--- config.mk ---
export PLATFORM = sky130hd
export DESIGN_NAME = cetq_plist
export DESIGN_NICKNAME = d
export VERILOG_FILES = /design/src/design/cetq_pkg.sv /design/src/design/cetq_plist.sv
export SDC_FILE = /design/constraint.sdc
export NUM_CORES = 1
export LEC_CHECK = 0
export ABC_AREA = 1
export BUFFER_PORTS_ARGS = -buffer_cell sky130_fd_sc_hd__buf_2
export CAP_MARGIN = 20
export CORE_MARGIN = 2
export CORE_UTILIZATION = 55
export DETAILED_ROUTE_END_ITERATION = 10
export MAX_ROUTING_LAYER = met4
export PLACE_DENSITY = 0.72
export SLEW_MARGIN = 20
export SYNTH_ARGS = -nofsm -noshare
export SYNTH_HDL_FRONTEND = slang
export SYNTH_SLANG_ARGS = --single-unit
--- constraint.sdc ---
create_clock -name clock -period 7.98 [get_ports clock]
set_input_delay 1.197 -clock clock [delete_from_list [all_inputs] [get_ports clock]]
set_output_delay 1.197 -clock clock [all_outputs]
set_load 0.005 [all_outputs]
--- src/design/cetq_pkg.sv ---
`default_nettype none

package cetq_pkg;

   localparam int NORMAL_DEPTH  = 64;
   localparam int PRIOR_DEPTH   = 16;
   localparam int PAYLOAD_WIDTH = 64;
   localparam int KEY_WIDTH     = 32;

   localparam int KEY_W   = (KEY_WIDTH < 32) ? KEY_WIDTH : 32;
   localparam int PAY_W   = (PAYLOAD_WIDTH < 64) ? PAYLOAD_WIDTH : 64;
   localparam int NPTR_W  = $clog2(NORMAL_DEPTH);
   localparam int NCNT_W  = $clog2(NORMAL_DEPTH + 1);
   localparam int PPTR_W  = $clog2(PRIOR_DEPTH);
   localparam int PCNT_W  = $clog2(PRIOR_DEPTH + 1);
   localparam int OUT_CNT_W = 7;

   typedef enum logic [1:0] {
      OP_PUSH      = 2'd0,
      OP_PRIO_PUSH = 2'd1,
      OP_POP       = 2'd2,
      OP_FLUSH     = 2'd3
   } op_type;

   typedef enum logic [2:0] {
      ST_OK          = 3'd0,
      ST_NORMAL_FULL = 3'd1,
      ST_ZERO_KEY    = 3'd2,
      ST_PRIOR_FULL  = 3'd3,
      ST_POP_EMPTY   = 3'd4
   } status_type;

   typedef struct packed {
      logic [1:0]  operation;
      logic [31:0] event_key;
      logic [63:0] event_payload;
   } req_type;

   typedef struct packed {
      status_type             status;
      logic                   popped_valid;
      logic [63:0]            popped_payload;
      logic [OUT_CNT_W-1:0]   pending_count;
      logic [OUT_CNT_W-1:0]   high_water;
   } rsp_type;

   typedef struct packed {
      logic             push;
      logic             pop;
      logic             flush;
      logic [KEY_W-1:0] key;
      logic [PAY_W-1:0] payload;
   } plist_ctrl_type;

   typedef struct packed {
      logic              hit;
      logic [PCNT_W-1:0] count;
      logic [PAY_W-1:0]  head_payload;
   } plist_stat_type;

endpackage

`default_nettype wire

--- src/design/cetq_plist.sv ---
`default_nettype none

module cetq_plist (
   input  wire                       clock,
   input  wire                       reset,
   input  wire cetq_pkg::plist_ctrl_type ctrl,
   output cetq_pkg::plist_stat_type  stat
);

   localparam int OFF_W = cetq_pkg::PPTR_W + 1;
   localparam logic [OFF_W-1:0] PD = OFF_W'(cetq_pkg::PRIOR_DEPTH);

   logic [cetq_pkg::PAY_W-1:0]  pay_mem [cetq_pkg::PRIOR_DEPTH];
   logic [cetq_pkg::KEY_W-1:0]  key_ff  [cetq_pkg::PRIOR_DEPTH];
   logic [cetq_pkg::PAY_W-1:0]  head_rd_ff;

   logic [cetq_pkg::PPTR_W-1:0] head_ff, head_in;
   logic [cetq_pkg::PCNT_W-1:0] count_ff, count_in;

   logic [OFF_W-1:0]                 off [cetq_pkg::PRIOR_DEPTH];
   logic [cetq_pkg::PRIOR_DEPTH-1:0] hit_vec;
   logic [cetq_pkg::PPTR_W-1:0]      hit_idx;
   logic                             hit;
   logic                             full;
   logic [OFF_W-1:0]                 tail_sum;
   logic [cetq_pkg::PPTR_W-1:0]      tail;
   logic                             append;
   logic                             write_en;
   logic [cetq_pkg::PPTR_W-1:0]      write_addr;

   always_comb begin
      hit_idx = '0;
      for (int s = 0; s < cetq_pkg::PRIOR_DEPTH; s++) begin
         if (cetq_pkg::PPTR_W'(s) >= head_ff) begin
            off[s] = OFF_W'(s) - OFF_W'(head_ff);
         end else begin
            off[s] = OFF_W'(s) + PD - OFF_W'(head_ff);
         end
         hit_vec[s] = (off[s] < OFF_W'(count_ff)) && (key_ff[s] == ctrl.key);
         if (hit_vec[s]) begin
            hit_idx = hit_idx | cetq_pkg::PPTR_W'(s);
         end
      end
   end

   assign hit      = |hit_vec;
   assign full     = (count_ff == cetq_pkg::PCNT_W'(cetq_pkg::PRIOR_DEPTH));
   assign tail_sum = OFF_W'(head_ff) + OFF_W'(count_ff);
   assign tail     = (tail_sum >= PD) ? cetq_pkg::PPTR_W'(tail_sum - PD)
                                      : cetq_pkg::PPTR_W'(tail_sum);
   assign append     = ctrl.push && !hit && !full;
   assign write_en   = ctrl.push && (hit || !full);
   assign write_addr = hit ? hit_idx : tail;

   always_comb begin
      head_in  = head_ff;
      count_in = count_ff;
      if (ctrl.flush) begin
         head_in  = '0;
         count_in = '0;
      end else if (ctrl.pop) begin
         head_in  = (head_ff == cetq_pkg::PPTR_W'(cetq_pkg::PRIOR_DEPTH - 1)) ? '0
                                                                               : head_ff + 1'b1;
         count_in = count_ff - 1'b1;
      end else if (append) begin
         count_in = count_ff + 1'b1;
      end
   end

   always_ff @(posedge clock) begin
      if (reset) begin
         head_ff  <= '0;
         count_ff <= '0;
      end else begin
         head_ff  <= head_in;
         count_ff <= count_in;
      end
   end

   always_ff @(posedge clock) begin
      if (write_en) begin
         pay_mem[write_addr] <= ctrl.payload;
      end
      head_rd_ff <= pay_mem[head_ff];
   end

   always_ff @(posedge clock) begin
      if (append) begin
         key_ff[tail] <= ctrl.key;
      end
   end

   assign stat.hit          = hit;
   assign stat.count        = count_ff;
   assign stat.head_payload = head_rd_ff;

endmodule

`default_nettype wire

---- Word-level counts from Yosys, hierarchy flattened ----
Memories as Yosys holds them, arrays and structs flattened. A register that Yosys moved wholly into a read port is not among the register bits.
Cells that the tools add are included.
word-level totals
  flip-flop bits (word level) ............. 9
  memory bits (writable) .................. 1536
  bits of input ports ..................... 101
  output and inout port bits .............. 70
  logic and storage cells ................. 157
  memories kept ........................... 2
memory list
  memory   depth  bits a word  rd ports  clocked after memory_dff  wr ports  RTL line          source
  pay_mem  16     64           1         1                         1         cetq_plist.sv:13  logic [cetq_pkg::PAY_W-1:0] pay_mem [cetq_pkg::PRIOR_DEPTH];
  key_ff   16     32           16        0                         1         cetq_plist.sv:14  logic [cetq_pkg::KEY_W-1:0] key_ff [cetq_pkg::PRIOR_DEPTH];
cells by class
  add/subtract/negate cells ............... 37
  magnitude comparators ................... 33
  equality and inequality tests ........... 18
  mux-type cells .......................... 40
  reductions and logical operators ........ 25
operators by type and width
  cell                   number
  $eq A32 B32 Y1         16
  $mux W5                18
  $lt A5 B5 Y1           16
  $sub A5 B4 Y5 const A  16
  $mux W4                11
  $sub A4 B4 Y5 const A  8
  $ge A4 B4 Y1 const A   8
  $sub A3 B4 Y5 const A  4
  $logic_and A1 B1 Y1    19
  $ge A3 B4 Y1 const A   4
  $reduce_or A16 Y1      1
  $mux W3                4
  $sub A1 B4 Y5 const A  2
  $sub A2 B4 Y5 const A  2
  $ge A1 B4 Y1 const A   2
  $ge A2 B4 Y1 const A   2
  $add A4 B5 Y5          1
  $add A5 B1 Y5 const B  1
  $eq A5 B5 Y1 const B   1
  $ge A5 B5 Y1 const B   1
  $mux W1                5
  $sub A5 B1 Y5 const B  1
  $add A4 B1 Y4 const B  1
  $eq A4 B4 Y1 const B   1
  other kinds (6)        8

---- Depth between registers and ports, before layout ----
  depth after elaboration ................. 20
  gate-level depth with buffers ........... 27

---- Worst setup path before layout ----
No wires, ideal clock.
  path type ............................... flip-flop to flip-flop
  start ................................... reg head_ff[1] in the netlist's numbering
  end ..................................... mem pay_mem[13][0] in the netlist's numbering (enable)
  library setup time ...................... 486 ps
  data arrival time ....................... 6034 ps
  data required time ...................... 7494 ps
  slack ................................... 1460 ps
  cell stages (with the launch flop) ...... 27
  period minus slack after synthesis ...... 6520 ps
  path through ............................ dfxtp_1 -> clkbuf_1 -> inv_1 -> clkbuf_1 -> clkbuf_1 -> ha_1 -> inv_1 -> ha_1 -> inv_1 -> a21oi_1 -> xnor2_1 -> ha_1 -> nand2_1 -> nand2_1 -> a21oi_1 -> nand2_1 -> nor2_1 -> nand3_1 -> nor2_2 -> nor2_4 -> nand2_4 -> nor2_8 -> nand3_2 -> nand2_1 -> inv_2 -> nand2_1 -> nor2_1
between the ends
  longest elaborated chain between the ends .. 20
  elaborated cells between the ends (all ways) .. 121
RTL lines
  element                                RTL line          source
  from (decl)                            cetq_plist.sv:17  logic [cetq_pkg::PPTR_W-1:0] head_ff, head_in;
  from (signal assigned)                 cetq_plist.sv:75  head_ff <= head_in;
  $sub A5 B4 Y5 (tied with other cells)  cetq_plist.sv:37  off[s] = OFF_W'(s) + PD - OFF_W'(head_ff);
  $mux W5                                cetq_plist.sv:34  if (cetq_pkg::PPTR_W'(s) >= head_ff) begin
  $lt A5 B5 Y1                           cetq_plist.sv:39  hit_vec[s] = (off[s] < OFF_W'(count_ff)) && (key_ff[s] == ctrl.key);
  $logic_and A1 B1 Y1                    cetq_plist.sv:39
  $mux W1                                cetq_plist.sv:40  if (hit_vec[s]) begin
  $mux W2 (2 in a row)                   cetq_plist.sv:40
  $mux W3 (4 in a row)                   cetq_plist.sv:40
  $mux W4 (8 in a row)                   cetq_plist.sv:40
  $mux W4                                cetq_plist.sv:53  assign write_addr = hit ? hit_idx : tail;
  to (decl)                              cetq_plist.sv:13
Several ways; a longest one is shown, not always the timed one.

---- Worst setup path in the final report ----
  start ................................... reg head_ff[0] in the netlist's numbering
  end ..................................... mem pay_mem[9][27] in the netlist's numbering (enable)
Same word-level chain as after synthesis.

==> results_tabular.tex <==
\begin{tabular}{lr}
\hline
Metric & Value \\
\hline
\multicolumn{2}{l}{\textbf{Floorplanning}} \\
\quad Core box area & 122000 um\^{}2 \\
\quad Effective utilization at floorplan & 0.553 \\
\quad I/O pin total & between 150 and 200 \\
\quad Floorplan die area & between 100000 and 150000 um\^{}2 \\
\quad Row count & about 130 \\
\quad Width of the die & roughly 350 um \\
\quad Chip Height & between 300 and 400 um \\
\multicolumn{2}{l}{\textbf{Route}} \\
\quad Detailed-router iteration count before antenna repair & 6 \\
\quad Drt via density & 5.85 \\
\quad Final wirelength & approximately 170 mm \\
\quad Post-route DRC violation count & 0 \\
\quad Routed vias & $\sim$43000 \\
\quad DRT antenna net count & 0 \\
\quad Post-DR wirelength/cell & around 22 um \\
\quad Initial detailed-routing violation count & roughly 5400 \\
\multicolumn{2}{l}{\textbf{Setup path}} \\
\quad Stages on the worst setup path & 21 \\
\quad Kind of start point of the critical path & register \\
\quad Kind of cell adding the most delay to the critical path & simple AND/OR/NAND/NOR gates \\
\quad Setup Crit Path Kind & reg -> reg \\
\quad Depth of the worst register-to-register path & 21 \\
\quad Required @ worst endpoint & 8.43 ns \\
\quad Ordered list of cells on the worst path & inv\_8 > buf\_16 > ha\_1 > a21oi\_1 > xor2\_1 > inv\_1 > ha\_1 > a21oi\_1 > o21ai\_0 > a21oi\_1 > nand3\_1 > nand2\_1 > inv\_1 > nand2\_2 > nor2\_8 > nand3\_2 > nand2\_1 > inv\_2 > nand2\_1 > nor2\_4 > buf\_4 \\
\quad Maximum net fanout on the critical path & 112 \\
\quad Endpoint class of the critical path & register \\
\quad Critical-path cell with the highest stage delay & sky130\_fd\_sc\_hd\_\_nor2\_4 \\
\quad Worst path buffer plus inverter count & 6 \\
\quad Delay of the slowest critical-path stage & approximately 0.9 ns \\
\quad Data arrival time of the critical path & 6.42 ns \\
\multicolumn{2}{l}{\textbf{Clock network}} \\
\quad H-tree levels & 4 \\
\quad PostCTS Resize Cnt & 0 \\
\quad Clock latency reported for the late side of the worst-skew pair & 0.81 ns \\
\quad Buffers inserted during post-CTS setup optimization & 0 \\
\quad Clock root buffer & sky130\_fd\_sc\_hd\_\_clkbuf\_16 \\
\quad Num Clock Sinks & roughly 1600 \\
\quad Hold Buf Count CTS & 0 \\
\quad Clock tree from TritonCTS & done \\
\quad Clock tree buffer depth & 3 \\
\quad CTS Buf Count & 160 \\
\quad Clock transition at the registers of the reported paths & around 0.060 ns \\
\multicolumn{2}{l}{\textbf{Power and ir drop}} \\
\quad Pwr per Cell Area & 238 nW/um\^{}2 \\
\quad Cell leakage power & 26.5 nW \\
\quad Overall power after layout & between 15 and 20 mW \\
\quad Worst IR drop on VDD & between 0.2 and 0.25 mV \\
\multicolumn{2}{l}{\textbf{Synthesis}} \\
\quad Number of synthesized flops with an enable pin & 1536 \\
\quad Most used flip-flop cell after synthesis & sky130\_fd\_sc\_hd\_\_edfxtp\_1 \\
\quad Seq/Total Area, Yosys & 0.708 \\
\quad Synthesized flop and latch total & 1609 \\
\quad Combined area of all synthesized cells & 67200 um\^{}2 \\
\quad Asr flop ratio synth & 0 \\
\quad Post-Synthesis Mean Instance Area & 12.2 um\^{}2 \\
\quad Number of distinct standard cells referenced by the synthesized netlist & between 40 and 50 \\
\quad Cells after synthesis & roughly 5500 \\
\quad YS warnings & 0 \\
\multicolumn{2}{l}{\textbf{Final layout}} \\
\quad Ratio of cells with drive above 1 in the final layout & 0.0978 \\
\quad Final Util & 0.616 \\
\quad Post-layout nets & roughly 5800 \\
\quad Post-route design area & 74900 um\^{}2 \\
\quad Commonest cells after routing, fill and taps aside & sky130\_fd\_sc\_hd\_\_edfxtp\_1, sky130\_fd\_sc\_hd\_\_nand2\_1, sky130\_fd\_sc\_hd\_\_nor2\_1 \\
\quad Number of standard cells in the layout, taps in and fillers out & approximately 7400 \\
\quad P\&R area growth vs syn & 11.4\% \\
\quad Most common library cell in the layout ignoring fill and taps & sky130\_fd\_sc\_hd\_\_edfxtp\_1 \\
\multicolumn{2}{l}{\textbf{STA}} \\
\quad Maximum clock frequency & roughly 170 MHz \\
\quad Final setup skew & roughly 0.038 ns \\
\quad Final Max Slew Viols & 0 \\
\quad Actual transition at the worst max-transition pin & 1.13 ns \\
\quad TNS Setup & 0 ns \\
\quad Max-slew headroom & 0.247 \\
\quad Total count of hold-check failures in the final report & 0 \\
\quad Post-route minimum period & slightly below 6 ns \\
\quad Period utilisation layout & 0.748 \\
\quad Setup Viol. Count Final & 0 \\
\quad Setup repair after global routing missed its margin & false \\
\multicolumn{2}{l}{\textbf{Run status}} \\
\quad Status & completed \\
\multicolumn{2}{l}{\textbf{Global route}} \\
\quad First-pass GRT wire length & between 200 and 300 mm \\
\quad GRT Overall Usage & 0.272 \\
\quad Largest net degree at the start of global routing & 241 \\
\quad Remaining global-route overflow & 0 \\
\quad Number of global-route vias before repair & about 41000 \\
\quad Number of antenna violations at the first check in global routing & 19 \\
\multicolumn{2}{l}{\textbf{Placement}} \\
\quad Total half-perimeter wirelength after legalization and detailed placement & approximately 95 mm \\
\quad Global placer's final weighted congestion & 0.942 \\
\quad Count of buffers from port buffering & 170 \\
\quad Placed insts & just over 7000 \\
\quad Placed Instance Area & between 60000 and 70000 um\^{}2 \\
\multicolumn{2}{l}{\textbf{Hold path}} \\
\quad Path class of the lowest-slack min-delay path & reg -> reg \\
\quad Number of stages on the worst hold path & 2 \\
\multicolumn{2}{l}{\textbf{Run}} \\
\quad Max\_cap viols & 0 \\
\hline
\end{tabular}
[worst register-to-register path: stages (launching register included)]
cell and delay (ns):
sky130_fd_sc_hd__dfxtp_4 0.77, sky130_fd_sc_hd__inv_8 0.33, sky130_fd_sc_hd__buf_16 0.39, sky130_fd_sc_hd__ha_1 0.41, sky130_fd_sc_hd__a21oi_1 0.19, sky130_fd_sc_hd__xor2_1 0.17
sky130_fd_sc_hd__inv_1 0.06, sky130_fd_sc_hd__ha_1 0.29, sky130_fd_sc_hd__a21oi_1 0.15, sky130_fd_sc_hd__o21ai_0 0.10, sky130_fd_sc_hd__a21oi_1 0.35, sky130_fd_sc_hd__nand3_1 0.13
sky130_fd_sc_hd__nand2_1 0.08, sky130_fd_sc_hd__inv_1 0.09, sky130_fd_sc_hd__nand2_2 0.13, sky130_fd_sc_hd__nor2_8 0.07, sky130_fd_sc_hd__nand3_2 0.07, sky130_fd_sc_hd__nand2_1 0.12
sky130_fd_sc_hd__inv_2 0.09, sky130_fd_sc_hd__nand2_1 0.22, sky130_fd_sc_hd__nor2_4 0.90, sky130_fd_sc_hd__buf_4 0.51
[synth_stat cells, drive strengths merged (2+ instances only)]
master,count,area share
inv,339,0.019
clkinv,3,0.00019
edfxtp,1536,0.69
a21boi,3,0.00034
ha,72,0.013
clkbuf,204,0.011
a21oi,35,0.0026
nor3,10,0.00074
fa,2,0.00060
o211ai,71,0.0079
nand3,131,0.011
o21ai,556,0.041
nand4,37,0.0034
buf,85,0.011
o21a,3,0.00034
nor2,792,0.045
nand2,1006,0.057
o221ai,187,0.024
xnor2,215,0.028
dfxtp,73,0.022
xor2,42,0.0055
or2,25,0.0023
o21bai,2,0.00022
o22ai,69,0.0064
[kinds of logic after synthesis]
logic type | synth area share
other | 0.0000558
xor gates and xnor gates | 0.0335
DFF | 0.708
buffers and inverters | 0.0411
and+or+nand+nor | 0.119
adders and majority gates | 0.0140
AOI/OAI and AO/OA | 0.0841
[state kept, by name, indices dropped and copies added (netlist names)]
register / count
count_ff: 5
head_ff: 4
head_rd_ff: 64
key_ff: 512
pay_mem: 1024
[layer usage]
| metal | up-vias | GRT usage | part of all wire |
|---|---|---|---|
| met1 | 21200 | 0.383 | 0.42 |
| met3 | 265 | 0.0456 | 0.088 |
| met2 | 2116 | 0.411 | 0.47 |
| met4 | 0 | 0.0786 | 0.025 |
| li1 | 19600 | - | - |
| met5 | - | - | 0 |
[cell type report]
cell class | count | area, um^2
flip-flops and latches | 1609 | 47600
fillers | 8990 | 46700
multi-input cells | 3265 | 17100
clock buffers | 240 | 4570
well taps | 1625 | 2030
repair buffers | 234 | 1650
inverters | 342 | 1310
clock inverters | 56 | 558
diodes | 16 | 40.0
[power by group]
group	internal, mW	switching, mW	leakage [nW]
combinational	0.284	0.738	9.51
clock	4.13	3.19	2.49
sequential	9.45	0.0603	14.5
[path summary, 6_finish.rpt]
path	start	end	slack (ns)
max	head_ff[0]$_SDFFE_PP0P_	pay_mem[9][27]$_DFFE_PP_	2.01
min	count_ff[4]$_SDFFE_PP0P_	count_ff[4]$_SDFFE_PP0P_	0.55
max reg2reg	head_ff[0]$_SDFFE_PP0P_	pay_mem[9][27]$_DFFE_PP_	2.01
min reg2reg	count_ff[4]$_SDFFE_PP0P_	count_ff[4]$_SDFFE_PP0P_	0.55
[metrics by stage]
| stage | hold slack [ns] | setup WS (ns) |
|---|---|---|
| floorplan | 0.507 | 1.46 |
| detailed placement | 0.546 | 2.10 |
| global placement | 0.520 | 2.09 |
| global route | 0.578 | 1.69 |
| CTS | 0.554 | 2.08 |
| finish | 0.551 | 2.01 |
(Power assumes the default switching activity.)
